==> src/nlb_pkg.sv <==
// Shared types and constants for the pairwise neighbour list builder.
// No dependencies.
package nlb_pkg;

	localparam int MAX_ATOMS_DEF = 64;
	localparam int IDX_W         = 6;
	localparam int CNT_W         = 7;
	localparam int LEN_W         = 31;
	localparam int OFF_W         = 12;
	localparam int CFG_IDX_W     = 3;
	localparam int CFG_DATA_W    = 32;
	localparam int PIPE_DEPTH    = 6;

	localparam logic [CFG_IDX_W-1:0] REG_BOX_X  = 3'd0;
	localparam logic [CFG_IDX_W-1:0] REG_BOX_Y  = 3'd1;
	localparam logic [CFG_IDX_W-1:0] REG_BOX_Z  = 3'd2;
	localparam logic [CFG_IDX_W-1:0] REG_RADIUS = 3'd3;
	localparam logic [CFG_IDX_W-1:0] REG_ACTIVE = 3'd4;

	localparam logic [1:0] ST_OK     = 2'd0;
	localparam logic [1:0] ST_RADIUS = 2'd1;
	localparam logic [1:0] ST_CENTER = 2'd2;

	localparam logic [OFF_W-1:0] OFFSET_CAP = {OFF_W{1'b1}};
	localparam logic [LEN_W-1:0] BOX_RESET  = 31'd1048576;

	typedef struct packed {
		logic signed [31:0] x;
		logic signed [31:0] y;
		logic signed [31:0] z;
	} pos_t;

	typedef struct packed {
		logic             valid;
		logic [IDX_W-1:0] index;
	} cand_t;

endpackage

==> src/nlb_cell.sv <==
// One position cell of the rotating atom chain.
// Depends on nlb_pkg.
module nlb_cell (
	input  logic         clk,
	input  logic         load_en,
	input  nlb_pkg::pos_t load_pos,
	input  logic         shift_en,
	input  nlb_pkg::pos_t shift_in,
	output nlb_pkg::pos_t pos
);
	import nlb_pkg::*;

	pos_t pos_q;

	always_ff @(posedge clk) begin
		if (load_en) begin
			pos_q <= load_pos;
		end else if (shift_en) begin
			pos_q <= shift_in;
		end
	end

	assign pos = pos_q;
endmodule

==> config.mk <==
export PLATFORM = sky130hd
export DESIGN_NAME = nlb_cell
export DESIGN_NICKNAME = d
export VERILOG_FILES = /design/src/nlb_pkg.sv /design/src/nlb_cell.sv
export SDC_FILE = /design/constraint.sdc
export NUM_CORES = 1
export LEC_CHECK = 0
export BUFFER_PORTS_ARGS = -buffer_cell sky130_fd_sc_hd__buf_2
export CORE_AREA = 3 3 113 115
export DETAILED_ROUTE_END_ITERATION = 6
export DIE_AREA = 0 0 116 118
export PLACE_DENSITY = 0.69
export SLEW_MARGIN = 20
export SYNTH_ARGS = -nofsm -noshare
export SYNTH_HDL_FRONTEND = slang
export SYNTH_SLANG_ARGS = --single-unit
export TNS_END_PERCENT = 20
==> constraint.sdc <==
create_clock -name clk -period 9.1 [get_ports clk]
set_clock_uncertainty 0.15 [all_clocks]
set_input_delay 0.91 -clock clk [delete_from_list [all_inputs] [get_ports clk]]
set_output_delay 0.91 -clock clk [all_outputs]
set_load 0.01 [all_outputs]
# ---- Word-level counts from Yosys, hierarchy flattened
# Index checks and enable logic that the tools add are counted.
dict set report totals {
  output_inout_bits 96
  regBits 96
  inputBits 195
  elab_cells 6
}
dict set report op_classes {
  n_reduce_logical 1
  n_mux 2
}
# operator n
set op_table {}
lappend op_table {{$mux W96} 2}
lappend op_table {{$reduce_bool A2 Y1} 1}

# ---- Depth between registers and ports, before layout
dict set report depth {
  word_depth 2
  depth_mapped 4
  mapped_depth_nobuf 1
}

# ---- Worst setup path after synthesis
# Ideal clock, no wire load.
dict set report synth_path {
  path_kind {input to register}
  start {input load_en}
  end {register pos_q (netlist bit pos[0]), enable pin}
  required_ps 8489
  setup_slack_ps 5052
  n_path_buf 3
  setup_time_ps 461
  path_stages 4
  t_arrival_ps 3438
  path_cell_list {buf_6 -> buf_6 -> buf_6 -> or2_1}
}
dict set report synth_between {
  elab_chain_cells 1
}
# item line_no
set synth_rtl {}
lappend synth_rtl {{start: declaration} nlb_cell.sv:5} ;# input logic load_en,
lappend synth_rtl {{$reduce_bool A2 Y1 (no line)} -}
lappend synth_rtl {{end signal: assignment} nlb_cell.sv:17} ;# pos_q <= load_pos;
lappend synth_rtl {{end signal: assignment} nlb_cell.sv:19} ;# pos_q <= shift_in;
lappend synth_rtl {{end: declaration} nlb_cell.sv:13} ;# pos_t pos_q;
# Every way passes these cells.
# A chain may end at the register's enable or synchronous reset.

# ---- Worst setup path after layout
dict set report layout_path {
  start {input load_en}
  end {register pos_q (netlist bit pos[55]), enable pin}
}
# The elaborated chain is that of the path after synthesis.

==> results.yml <==
placement:
  dp.cells: 632
  numPortBuffers: 290
  gp_congestion: 0.8206
  post-place-ws_ps: 5743
  dpl.hpwl_mm: 8.231
  postPlaceCellArea_sq_um: 5734
sta:
  slew_headroom: 0.5320
  fin_setup_tns_ps: 0
  max_freq_mhz: 335.8
  finalHoldViolations: 0
  grt_setup_unrepaired: "false"
  worstMarginPinSlew_ps: 701.9
  drv_slew: 0
  final.period_utilization: 0.3272
  holdWs_ps: 728.9
  layout_min_cycle_time_ps: 2978
  final-setup-viol-count: 0
  finalWorstSetupSlack_ps: 6122
final_layout:
  drive_above_1_share: 0.8064
  multi_input_area_sq_um: 1199
  nFillCells: 1032
  largest_reg_flops: 96
  nNetsFinal: 691
  n_antenna_cell: 0
  syn2layout_area_growth_pct: 44.04
  final_area_sq_um: 6000
  regArea_sq_um: 2883
  instances_no_fill: 648
yosys:
  yosys_warnings: 0
  synth_edf_count: 96
  ys.flop_type: "edfxtp_1"
  postSynthCellCount: 204
  synth.most_common_cell: "edfxtp_1"
  synth.avg_cell_area_sq_um: 20.42
  synth_top_area_share: 0.6921
  synth_cell_types: 6
  synth_area_leaders: "edfxtp_1, mux2_2, mux2_4"
  synthesis.nets: 399
  netlist_top_cells_count: "edfxtp_1, mux2_2, mux2_4"
  synth-seq-cells: 96
  ys_seq_area_frac: 0.6921
  syn_area_sq_um: 4165
  async_flop_share: 0
  yosysTopAreaCell: "edfxtp_1"
grt:
  grt_antenna_before_repair: 0
  grt_overflow: 0
  grt_pass1_wl_mm: 14.79
  grt_pass1_vias: 3063
  grt_max_degree: 54
  grt.total_usage: 0.1417
detailed_routing:
  via_count: 2900
  drc_errors: 0
  finalWirelength_mm: 10.32
  drt_first_pass_iters: 3
  viasPerCell: 4.475
  drt_iter0_markers: 68
  drt.antenna.violating_nets: 0
  wl_per_cell_um: 15.92
setup_path:
  worst_setup_path_end_kind: "register"
  critPathMaxFanout: 53
  cp.arrival_ps: 2780
  crit_path_start_kind: "primary input"
  critical_path_class: "in2reg"
  worstPathRequired_ps: 8910
floorplanning:
  io_pins: 291
  die_h_um: 118
  die_x_um: 116
  dieArea_sq_um: 13690
  core_area_sq_um: 11910
  std_cell_rows: 40
  initial_core_util: 0.3497
clocking:
  cts.root.buffer_cell: "clkbuf_16"
  cts_buffer_depth: 2
  clk_pin_slew_ps: 70
  cts_buffers: 9
  cts-hold-fix-buffers: 0
  cts.sinks: 96
  cts_tree: "built"
  post_cts_buffers: 0
  cts.repair.resized: 0
  cts_htree_levels: 3
pwr:
  p_leak_nw: 2.765
  power_density_nw_per_um2: 178.1
  irDropWorstVdd_v: 0.00007763
flow_run:
  cap_viol_max_count: 0
status:
  status: "complete, no violations"
worst_hold_path:
  hold_class: "in2reg"
cell families (layout without fill, tap and decap cells):
logic type    Yosys count  in the layout  share of synthesized area
buf+inv                11            308                    0.02073
flops                  96             96                     0.6921
mux                    96             96                     0.2857
simple gates            1              1                   0.001503
area by class of cell:
type | instances | area share
Clock buffer | 10 | 0.03816
Clock inverter | 6 | 0.006048
Multi-Input combinational cell | 97 | 0.1998
Sequential cell | 96 | 0.4805
Tap cell | 147 | 0.03066
Timing Repair Buffer | 292 | 0.2448
final timing paths:
kind                          from  endpoint  slack [ps]  cells past startpoint
worst max-delay path       load_en   pos[55]        6120                      3
worst min-delay path  load_pos[74]   pos[74]         730                      2
cell usage in the layout, fill, tap and decap left out:
cell type	n
buf_2	289
edfxtp_1	96
mux2_2	67
mux2_4	29
clkbuf_16	9
clkinv_2	4
buf_4	3
or2_4	1
clkinv_4	1
clkinvlp_4	1
clkbuf_1	1
worst max-delay path: stages:
cell and delay, ps:
buf_4 510, or2_4 650, buf_4 650
report_power, final:
part	total [mW]	internal (mW)	switching [mW]
Combinational	0.181	0.0966	0.0839
Clock	0.333	0.184	0.149
Sequential	0.555	0.543	0.0120
stage by stage:
step | util | total power [mW]
floorplan | - | 0.6510
finish | 0.5037 | 1.068
global route | 0.5037 | 1.120
detailed placement | 0.4814 | 0.7493
global placement | 0.4814 | 0.7442
CTS | 0.5037 | 1.085
layer usage:
metal	vias up	routed length [um]	global-route usage
li1	1383	-	-
met1	1324	3558	0.1404
met2	176	5407	0.2612
met3	17	1115	0.04679
met4	0	235	0.06381
met5	-	0	0
Power figures use the tool's default switching activity.
